==> config.mk <==
export PLATFORM = sky130hd
export DESIGN_NAME = oal_cell
export DESIGN_NICKNAME = d
export VERILOG_FILES = /design/src/hw/rtl/oal_pkg.sv /design/src/hw/rtl/oal_cell.sv
export SDC_FILE = /design/constraint.sdc
export NUM_CORES = 1
export LEC_CHECK = 0
export BUFFER_PORTS_ARGS = -buffer_cell sky130_fd_sc_hd__buf_4
export CAP_MARGIN = 20
export CELL_PAD_IN_SITES_DETAIL_PLACEMENT = 0
export CELL_PAD_IN_SITES_GLOBAL_PLACEMENT = 1
export CORE_MARGIN = 1.5
export CORE_UTILIZATION = 24
export CTS_CLUSTER_DIAMETER = 200
export CTS_CLUSTER_SIZE = 40
export DETAILED_ROUTE_END_ITERATION = 10
export MAX_ROUTING_LAYER = met4
export PLACE_DENSITY = 0.7
export SKIP_CTS_REPAIR_TIMING = 1
export SLEW_MARGIN = 20
export SYNTH_ARGS = -nofsm -noshare
export SYNTH_HDL_FRONTEND = slang
export SYNTH_SLANG_ARGS = --single-unit
==> constraint.sdc <==
create_clock -name clk -period 2.71 [get_ports clk]
set_input_delay 0.542 -clock clk [delete_from_list [all_inputs] [get_ports clk]]
set_output_delay 0.542 -clock clk [all_outputs]
set_load 0.005 [all_outputs]
==> src/hw/rtl/oal_pkg.sv <==
// ----------------------------------------------------------------------------
// oal_pkg
// Shared types and constants of the ordered array list: operation and
// status codes, field widths and the control word sent along the cell chain.
// ----------------------------------------------------------------------------
package oal_pkg;

    localparam int unsigned MODE_W   = 2;
    localparam int unsigned VALUE_W  = 32;
    localparam int unsigned POS_W    = 7;
    localparam int unsigned STATUS_W = 2;
    localparam int unsigned LEN_W    = 8;

    typedef enum logic [MODE_W-1:0] {
        MODE_INSERT = 2'd0,
        MODE_DELETE = 2'd1,
        MODE_FIND   = 2'd2,
        MODE_READ   = 2'd3
    } mode_t;

    typedef enum logic [STATUS_W-1:0] {
        STATUS_OK        = 2'd0,
        STATUS_FULL      = 2'd1,
        STATUS_BAD_POS   = 2'd2,
        STATUS_NOT_FOUND = 2'd3
    } status_t;

    typedef enum logic [1:0] {
        CELL_HOLD,
        CELL_INSERT,
        CELL_DELETE,
        CELL_ROTATE
    } cell_op_t;

    typedef struct packed {
        cell_op_t           op;
        logic [POS_W-1:0]   pos;
    } cell_ctrl_t;

endpackage

==> src/hw/rtl/oal_cell.sv <==
// ----------------------------------------------------------------------------
// oal_cell
// One list entry. Holds, takes the new value, or takes a neighbor's entry
// depending on the chain command and its own place relative to the position.
// ----------------------------------------------------------------------------
module oal_cell #(
    parameter int unsigned INDEX         = 0,
    parameter int unsigned ELEMENT_WIDTH = 32
) (
    input  logic                        clk,
    input  oal_pkg::cell_ctrl_t         ctrl,
    input  logic [ELEMENT_WIDTH-1:0]    new_value,
    input  logic [ELEMENT_WIDTH-1:0]    left_data,
    input  logic [ELEMENT_WIDTH-1:0]    right_data,
    output logic [ELEMENT_WIDTH-1:0]    data
);
    import oal_pkg::*;

    localparam int unsigned IDX_W = $clog2(INDEX + 1) + 1;
    localparam int unsigned CMP_W = (IDX_W > POS_W) ? IDX_W : POS_W;
    localparam logic [CMP_W-1:0] MY_INDEX = CMP_W'(INDEX);

    logic [CMP_W-1:0]           pos_ext;
    logic                       at_pos;
    logic                       past_pos;
    logic [ELEMENT_WIDTH-1:0]   data_reg;
    logic [ELEMENT_WIDTH-1:0]   data_next;

    assign pos_ext  = CMP_W'(ctrl.pos);
    assign at_pos   = (MY_INDEX == pos_ext);
    assign past_pos = (MY_INDEX > pos_ext);

    always_comb
    begin
        data_next = data_reg;
        case (ctrl.op)
            CELL_INSERT:
            begin
                if (at_pos)
                begin
                    data_next = new_value;
                end
                else if (past_pos)
                begin
                    data_next = left_data;
                end
            end
            CELL_DELETE:
            begin
                if (at_pos || past_pos)
                begin
                    data_next = right_data;
                end
            end
            CELL_ROTATE:
            begin
                data_next = right_data;
            end
            default:
            begin
                data_next = data_reg;
            end
        endcase
    end

    always_ff @(posedge clk)
    begin
        data_reg <= data_next;
    end

    assign data = data_reg;

endmodule

Word-level counts from Yosys, hierarchy flattened
Cells that the tools add are included.

storage, ports and cells
  register bits = 32
  input port bits = 106
  output and inout bits = 32

cells by class
  $lt $le $gt $ge = 1
  eq/ne operators = 5
  mux-type cells = 4
  reductions and logical operators = 4

operators with widths
  kind                  number
  $mux W32              3
  $pmux W32 S3          1
  $gt A1 B7 Y1 const A  1
  $logic_not A7 Y1      1
  $eq A2 B2 Y1 const B  2
  $ne A3 B3 Y1 const B  1
  $reduce_and A3 Y1     1
  $reduce_bool A3 Y1    1
  $eq A2 B1 Y1 const B  1
  $ne A2 B2 Y1 const B  1
  $logic_or A1 B1 Y1    1

Longest topological paths before layout
Gate-level depths: netlist of the first run.

  depth after elaboration = 4
  mapped depth = 5
  gate-level depth less buffers = 3

Worst setup path after synthesis of the first run
OpenSTA, ideal clock, no wires.

  kind = input to register
  start = input ctrl[3] in the netlist's numbering
  end = register data_reg[0] (netlist: data[0]), enable pin
  setup time = 0.393 ns
  data arrival time = 2.111 ns
  path slack = 0.206 ns
  stages = 3
  path buffers = 0
  cells stage by stage = or4_4 -> nor2_1 -> maj3_1

on the way
  word-level cells in the longest chain between the ends = 4
  elaborated cells between the ends (all ways) = 6
  classes of those cells = 1 x order compare; 2 x eq/ne; 3 x reduce/logical

RTL lines
  element                                           RTL line                        source
  start: declaration                                oal_cell.sv:11                  input oal_pkg::cell_ctrl_t ctrl,
  $gt A1 B7 Y1 or $logic_not A7 Y1 (tied branches)  oal_cell.sv:31, oal_cell.sv:30
  $logic_or A1 B1 Y1                                oal_cell.sv:50                  if (at_pos || past_pos)
  $ne A2 B2 Y1 (no line)                            -
  $reduce_and A3 Y1 (no line) *                     -
  end signal: assignment                            oal_cell.sv:68                  data_reg <= data_next;
  end: declaration                                  oal_cell.sv:26                  logic [ELEMENT_WIDTH-1:0] data_reg;

Every way passes the cells marked *; elsewhere a longest branch is shown, timed or not.
A chain may end at the register's enable or synchronous reset.

Final worst setup path of the first run
  start = input ctrl[3] in the netlist's numbering
  end = register data_reg[28] (netlist: data[28]), enable pin

The elaborated chain is that of the path after synthesis.

==> flow_metrics.py, run 1 <==
metrics = {
    "run_status": {
        "status": "completed",
    },
    "die": {
        "die_height_um": 88.5,
        "io_pins": 138,
        "start_util": 0.253,
        "rows": 30,
        "die_area_um2": 7840,
        "core_um2": 6940,
        "die_w_um": 88.5,
    },
    "global_route": {
        "antenna_found_initial": 0,
        "overflow": 0,
        "grtUsageTotal": 0.174,
        "grt_start_max_net_pins": 35,
        "grt_pass1_vias": 1941,
        "grt_pass1_wl_mm": 9.80,
    },
    "routing": {
        "drt-pass1-iter-count": 4,
        "drt_wl_total_mm": 6.46,
        "ant_nets": 0,
        "vias": 1929,
        "wl_per_cell_um": 16.1,
        "drtIter0Drc": 68,
        "avgViaCountPerCell": 4.80,
        "drc": 0,
    },
    "yosys": {
        "netlist_instances": 172,
        "synth_cell_types": 16,
        "netlist_area_um2": 1760,
        "yosysWarnings": 0,
        "syn_avg_cell_area_um2": 10.2,
        "ys_ff_latch": 32,
        "syn_nets": 278,
        "yosysSeqAreaShare": 0.547,
    },
    "critical_path": {
        "endpoint_kind": "flip-flop",
        "crit_chain": "buf_4 -> or4_4 -> nor2_1 -> maj3_2 -> buf_4",
        "cpMostUsedCell": "buf_4",
        "cp.arrival_ns": 1.80,
        "max_stage_delay_ns": 0.53,
        "critPathMaxFanout": 16,
        "critPathTopFamily": "simple AND/OR/NAND/NOR gates",
        "worstSetupPathType": "primary input to flip-flop",
        "crit_required_ns": 2.68,
        "startpoint_type": "primary input",
        "worst-path-buf-inv": 2,
        "slowest_stage": "or4_4",
    },
    "power_and_ir_drop": {
        "power_density_nw_per_um2": 420,
        "ir_drop_uv": 157,
        "p_leak_nw": 1.22,
    },
    "timing": {
        "finalSetupViolations": 0,
        "fin_ws_ns": 0.885,
        "tns_ns": 0,
        "hold_viol_final": 0,
        "max_freq_ghz": 0.548,
        "timing.final.crit_share": 0.673,
        "period_minus_slack_ns": 1.83,
        "rsz0062_at_grt": "no",
        "worst_slew_pin_slew_ns": 0.384,
        "drv_slew": 0,
        "slew_headroom": 0.744,
    },
    "hold_path": {
        "whs_endpoint": "data[13]$_DFFE_PP_",
        "hp-start": "right_data[13]",
        "hp-class": "primary input to flip-flop",
        "hold_depth": 2,
    },
    "cells_and_area": {
        "drive_above_1_share": 0.503,
        "layout_common_cells": "145 x buf_4, 32 x a31oi_1, 32 x edfxtp_1",
        "area_growth_pct": 68.5,
        "largest_reg_flops": 32,
        "final_util": 0.426,
        "postLayoutCellArea_um2": 2960,
        "antenna_cells": 0,
        "final_common_cell": "buf_4",
        "nets": 411,
    },
    "place": {
        "placed_area_um2": 2880,
        "post-dp-hpwl_mm": 4.53,
        "pre_cts_ws_ns": 0.576,
        "port_buffers": 137,
        "routabilityCongestion": 0.736,
    },
    "clock_network": {
        "clkTransAtPathRegs_ns": 0.07,
        "cts_tree": "built",
        "htree_levels": 2,
        "cts-root-buf": "clkbuf_8",
        "cts.sinks": 32,
        "clockBufferDepth": 2,
        "cts_made_buffers": 5,
    },
    "run": {
        "cap_violations": 0,
    },
}
[how the worst max path moves through the flow]
stage                     slack, ns  depth (start not counted)                 end  startpoint
after floorplan                0.21                          3   data[0]$_DFFE_PP_     ctrl[3]
after global placement         0.60                          5  data[19]$_DFFE_PP_     ctrl[3]
after detailed placement       0.58                          5  data[19]$_DFFE_PP_     ctrl[3]
after CTS                      0.88                          5  data[19]$_DFFE_PP_     ctrl[3]
after global routing           0.85                          5  data[30]$_DFFE_PP_     ctrl[3]
final                          0.88                          5  data[28]$_DFFE_PP_     ctrl[3]
[power by group]
part           leakage [nW]  internal (W)  total, W  switching (W)
clock network        0.0399      0.000179  0.000349       0.000170
registers             0.306      0.000591  0.000601      0.0000101
logic                 0.873      0.000179  0.000293       0.000114
total                  1.22      0.000949   0.00124       0.000295
[cells in the mapped netlist]
cell / count / area [um^2]
nor2_1: 19 / 71.3
nor3_1: 1 / 5.00
or4_4: 1 / 11.3
buf_2: 6 / 30.0
or3_1: 1 / 6.26
nand3_1: 18 / 90.1
buf_6: 3 / 33.8
maj3_1: 1 / 10.0
o21ai_1: 30 / 150
a2bb2oi_1: 14 / 123
a31oi_1: 32 / 200
clkbuf_1: 10 / 37.5
inv_1: 1 / 3.75
edfxtp_1: 32 / 961
o21ai_0: 2 / 10.0
nor4_2: 1 / 12.5
[stage by stage]
step | cells | hold slack, ns | power (W)
after floorplan | 172 | 0.777 | 0.000707
after global placement | 394 | 0.865 | 0.000906
after detailed placement | 394 | 0.874 | 0.000908
after CTS | 402 | 0.577 | 0.00126
after global routing | 402 | 0.584 | 0.00132
final | 402 | 0.593 | 0.00124
[area by class of cell]
type	count	area, um^2
tap	96	120
multi-input combinational	120	704
timing repair buffer	145	1090
inverter	1	3.75
clock buffer	7	76.3
fill	718	3990
sequential	32	961
clock inverter	1	3.75
[per-layer routing]
layer | vias to the layer above | wire length, um | track usage
met5 | - | 0 | -
li1 | 948 | - | -
met1 | 879 | 2710 | 0.203
met2 | 96 | 3150 | 0.301
met3 | 6 | 533 | 0.0457
met4 | 0 | 63 | 0.0384
[cell families (layout without fill, tap and decap cells)]
| logic type | Yosys count | count (layout) | synth area share |
|---|---|---|---|
| flops | 32 | 32 | 0.547 |
| fa+ha+maj | 1 | 1 | 0.00570 |
| buf+inv | 20 | 154 | 0.0599 |
| compound gates | 78 | 78 | 0.275 |
| simple gates | 41 | 41 | 0.112 |
(Power assumes the default switching activity.)
==> run 2, diff against run 1 <==
--- a/config.mk
+++ b/config.mk
@@ -5,6 +5,7 @@
 export SDC_FILE = /design/constraint.sdc
 export NUM_CORES = 1
 export LEC_CHECK = 0
+export ABC_AREA = 1
 export BUFFER_PORTS_ARGS = -buffer_cell sky130_fd_sc_hd__buf_4
 export CAP_MARGIN = 20
 export CELL_PAD_IN_SITES_DETAIL_PLACEMENT = 0
@@ -15,7 +16,7 @@
 export CTS_CLUSTER_SIZE = 40
 export DETAILED_ROUTE_END_ITERATION = 10
 export MAX_ROUTING_LAYER = met4
-export PLACE_DENSITY = 0.7
+export PLACE_DENSITY = 0.68
 export SKIP_CTS_REPAIR_TIMING = 1
 export SLEW_MARGIN = 20
 export SYNTH_ARGS = -nofsm -noshare
==> constraint.sdc (replaced) <==
create_clock -name clk -period 1.8 [get_ports clk]
set_input_delay 0.36 -clock clk [delete_from_list [all_inputs] [get_ports clk]]
set_output_delay 0.36 -clock clk [all_outputs]
set_load 0.005 [all_outputs]
==> run 2 against run 1 <==
Non-clock buffer count grew 4. Sequential power is 50% higher. Die area rose by 21%. Global-route usage is 2.4 points lower. Total power up 65%. Routed wire length rose by 5.6%. Highest routed layer unchanged. Flip-flop and latch count unchanged. Worst hold slack lost 0.24 ns.
==> flow_metrics.py, run 2 <==
metrics = {
    "place": {
        "post-dp-hpwl_mm": 5.29,
        "routabilityCongestion": 0.737,
        "pre_cts_ws_ns": 0.250,
        "port_buffers": 137,
        "place_inst": 529,
    },
    "timing": {
        "hold_viol_final": 0,
        "finalSetupViolations": 0,
        "tns_ns": 0,
        "timing.final.crit_share": 0.689,
        "slew_headroom": 0.746,
        "period_minus_slack_ns": 1.24,
        "rsz0062_at_grt": "no",
        "fin_ws_ns": 0.559,
        "max_freq_ghz": 0.806,
        "drv_slew": 0,
        "whs_ns": 0.353,
        "worst_slew_pin_slew_ns": 0.381,
    },
    "power_and_ir_drop": {
        "p_leak_nw": 1.77,
        "ir_drop_uv": 298,
        "power_density_nw_per_um2": 601,
    },
    "global_route": {
        "grt_pass1_vias": 2270,
        "grtUsageTotal": 0.150,
        "grt_pass1_wl_mm": 11.1,
        "antenna_found_initial": 0,
        "grt_start_max_net_pins": 33,
        "overflow": 0,
    },
    "routing": {
        "vias": 2288,
        "drt_wl_total_mm": 6.82,
        "drc": 0,
        "drt-pass1-iter-count": 4,
        "avgViaCountPerCell": 4.26,
        "ant_nets": 0,
        "wl_per_cell_um": 12.7,
        "drtIter0Drc": 62,
    },
    "yosys": {
        "yosysSeqAreaShare": 0.451,
        "synthTopCellsByCount": "68 x inv_1, 67 x nand2_1, 64 x nand3_1",
        "netlist_area_um2": 2130,
        "ys_ff_latch": 32,
        "netlist_instances": 291,
        "yosysWarnings": 0,
        "netlist.area_leader.share": 0.451,
        "syn_nets": 397,
        "synthTopCellsByArea": "edfxtp_1 45%, nand3_1 15%, inv_1 12%",
        "synth-edff-count": 32,
        "ys.flop_type": "edfxtp_1",
        "syn_avg_cell_area_um2": 7.32,
        "synth_cell_types": 16,
        "yosysMostFrequentCell": "inv_1",
        "async_flop_share": 0,
        "synth_area_leader_cell": "edfxtp_1",
    },
    "hold_path": {
        "hp-class": "primary input to flip-flop",
        "hp-start": "right_data[31]",
        "hold_depth": 3,
        "whs_endpoint": "data[31]$_DFFE_PP_",
    },
    "critical_path": {
        "cpMostUsedCell": "buf_4",
        "critPathMaxFanout": 14,
        "crit_chain": "buf_4 -> inv_6 -> nand2_2 -> nor2_4 -> nand2_4 -> a21oi_4 -> buf_4",
        "max_stage_delay_ns": 0.24,
        "cp.arrival_ns": 1.22,
        "crit_required_ns": 1.77,
        "startpoint_type": "primary input",
        "slowest_stage": "buf_4",
        "endpoint_kind": "flip-flop",
        "critPathTopFamily": "buffers and inverters",
        "worst-path-buf-inv": 3,
        "worstSetupPathType": "primary input to flip-flop",
    },
    "run": {
        "cap_violations": 0,
    },
    "die": {
        "die_height_um": 97.2,
        "rows": 34,
        "die_w_um": 97.2,
        "start_util": 0.246,
        "core_um2": 8680,
        "io_pins": 138,
        "die_area_um2": 9450,
    },
    "clock_network": {
        "cts.sinks": 32,
        "clockBufferDepth": 2,
        "cts_made_buffers": 5,
        "cts-root-buf": "clkbuf_8",
        "cts_tree": "built",
        "clkTransAtPathRegs_ns": 0.07,
        "htree_levels": 2,
    },
    "run_status": {
        "status": "completed",
    },
    "cells_and_area": {
        "stdcell_count": 537,
        "antenna_cells": 0,
        "final_util": 0.393,
        "fillers": 956,
        "nets": 534,
        "largest_reg_flops": 32,
        "area_growth_pct": 60.1,
        "final_common_cell": "buf_4",
        "drive_above_1_share": 0.389,
        "layout_common_cells": "148 x buf_4, 66 x inv_1, 65 x nand2_1",
    },
}
-- run 2: cells by family (layout without fill, tap and decap cells) --
family / after synthesis / after routing / synth area share
AOI/OAI and AO/OA: 33 / 33 / 0.0793
and+or+nand+nor: 138 / 138 / 0.288
DFF: 32 / 32 / 0.451
buffers and inverters: 88 / 226 / 0.182
-- run 2: layout make-up --
cell class                      count  area (um^2)  share of cell area
Tap cell                          108          135              0.0396
Clock inverter                      3         37.5              0.0110
Inverter                           69          269              0.0788
Sequential cell                    32          961               0.282
Clock buffer                        5         68.8              0.0202
Timing Repair Buffer              149         1130               0.331
Multi-Input combinational cell    171          810               0.237
-- run 2: worst max-delay path by stage --
stage | start | to | cells after the start
final | ctrl[5] | data[30]$_DFFE_PP_ | 7
after global routing | ctrl[5] | data[20]$_DFFE_PP_ | 8
after CTS | ctrl[5] | data[29]$_DFFE_PP_ | 7
after detailed placement | ctrl[5] | data[24]$_DFFE_PP_ | 7
after global placement | ctrl[5] | data[30]$_DFFE_PP_ | 7
after floorplan | ctrl[3] | data[0]$_DFFE_PP_ | 6
-- run 2: power by group --
group	internal [W]	leakage, nW	switching, W
Clock	0.000403	0.0532	0.000266
Sequential	0.000887	0.291	0.0000148
Combinational	0.000274	1.43	0.000205
-- run 2: per-stage QoR --
step	power, W	cell area [um^2]
finish	0.00205	3410
CTS	0.00209	3410
detailed placement	0.00140	3310
global route	0.00215	3410
global placement	0.00140	3310
floorplan	0.00109	2170
-- run 2: layer usage --
| layer | routed length (um) | vias to the layer above | track usage |
|---|---|---|---|
| li1 | - | 1191 | - |
| met1 | 2930 | 1002 | 0.186 |
| met2 | 3330 | 89 | 0.247 |
| met3 | 463 | 6 | 0.0338 |
| met4 | 91 | 0 | 0.0385 |
| met5 | 0 | - | - |
==> run 3, diff against run 2 <==
==> constraint.sdc (replaced) <==
create_clock -name clk -period 1.2 [get_ports clk]
set_input_delay 0.24 -clock clk [delete_from_list [all_inputs] [get_ports clk]]
set_output_delay 0.24 -clock clk [all_outputs]
set_load 0.005 [all_outputs]
==> run 3 against run 2 <==
Global-route usage increased by 0.27 points. Non-clock buffer count grew 4. Critical path depth stayed put. Worst hold slack got worse by 0.12 ns. First-iteration DRC count increased by 23%. Count of clock-buffer cells in the layout rose by 2. Design area up 1.9%. Sequential power grew 50%. Combinational power grew 57%.
==> flow_metrics.py, run 3 (synthesis results as in run 2) <==
metrics = {
    "run_status": {
        "status": "completed",
    },
    "global_route": {
        "grtUsageTotal": 0.152,
        "grt_start_max_net_pins": 33,
        "overflow": 0,
        "grt_pass1_vias": 2302,
        "grt_pass1_wl_mm": 11.2,
        "antenna_found_initial": 0,
    },
    "critical_path": {
        "crit_required_ns": 1.19,
        "worstSetupPathType": "primary input to flip-flop",
        "critPathMaxFanout": 18,
        "cp.arrival_ns": 1.10,
        "startpoint_type": "primary input",
        "endpoint_kind": "flip-flop",
    },
    "place": {
        "placed_area_um2": 3390,
        "routabilityCongestion": 0.780,
        "place_inst": 533,
        "port_buffers": 137,
        "post-dp-hpwl_mm": 5.28,
    },
    "power_and_ir_drop": {
        "p_leak_nw": 1.81,
        "power_w": 0.00291,
        "ir_drop_uv": 416,
        "power_density_nw_per_um2": 836,
    },
    "timing": {
        "whs_ns": 0.231,
        "slew_headroom": 0.737,
        "period_minus_slack_ns": 1.11,
        "drv_slew": 0,
        "max_freq_ghz": 0.899,
        "worst_slew_pin_slew_ns": 0.394,
        "timing.final.crit_share": 0.927,
        "rsz0062_at_grt": "no",
        "finalSetupViolations": 0,
        "hold_viol_final": 0,
    },
    "cells_and_area": {
        "antenna_cells": 0,
        "largest_reg_flops": 32,
        "nets": 538,
        "drive_above_1_share": 0.393,
        "final_util": 0.401,
        "postLayoutCellArea_um2": 3480,
        "layout_common_cells": "149 x buf_4, 66 x inv_1, 65 x nand2_1",
        "stdcell_count": 541,
        "area_growth_pct": 63.2,
        "final_common_cell": "buf_4",
    },
    "die": {
        "io_pins": 138,
        "die_area_um2": 9450,
        "rows": 34,
        "start_util": 0.246,
        "die_w_um": 97.2,
        "core_um2": 8680,
        "die_height_um": 97.2,
    },
    "clock_network": {
        "clockBufferDepth": 2,
        "cts.sinks": 32,
        "clkTransAtPathRegs_ns": 0.07,
        "cts_tree": "built",
        "htree_levels": 2,
        "cts_made_buffers": 5,
        "cts-root-buf": "clkbuf_8",
    },
    "routing": {
        "vias": 2337,
        "ant_nets": 0,
        "drtIter0Drc": 76,
        "drc": 0,
        "drt_wl_total_mm": 7.08,
        "wl_per_cell_um": 13.1,
        "avgViaCountPerCell": 4.32,
        "drt-pass1-iter-count": 4,
    },
    "hold_path": {
        "hp-class": "primary input to flip-flop",
    },
    "run": {
        "cap_violations": 0,
    },
}
[run 3: final timing paths]
kind / cells after the start / endpoint / from / slack (ns)
max: 7 / data[26]$_DFFE_PP_ / ctrl[5] / 0.09
min: 3 / data[12]$_DFFE_PP_ / right_data[12] / 0.23
[run 3: metal layers]
layer / GRT usage / vias to the layer above / part of all wire
met4: 0.0451 / 0 / 0.016
li1: - / 1196 / -
met3: 0.0295 / 7 / 0.071
met2: 0.260 / 91 / 0.49
met5: - / - / 0
met1: 0.183 / 1043 / 0.42
[run 3: layout make-up]
cell class              instances  area, um^2
well taps                     108         135
multi-input cells             171         825
clock buffers                   7        76.3
clock inverters                 1        3.75
inverters                      69         279
flip-flops and latches         32         961
fillers                       944        5200
repair buffers                153        1200
[run 3: per-stage QoR]
step                      TNS (ns)  setup slack [ns]
after CTS                        0            0.0867
after global placement      -10.56            -0.185
after detailed placement    -11.78            -0.213
final                            0            0.0876
after global routing             0           0.00678
after floorplan             -14.97            -0.468
[run 3: critical path: stages]
cell     delay, ns
buf_4         0.14
inv_12        0.05
nand2_4       0.04
nor2_4        0.14
nand2_4       0.06
a21oi_4       0.22
buf_12        0.20
[run 3: power breakdown]
group          internal [W]  leakage (nW)  switching [W]
Clock              0.000404        0.0399       0.000395
Combinational      0.000433          1.48       0.000321
Sequential          0.00133         0.291      0.0000228
Total               0.00217          1.81       0.000739
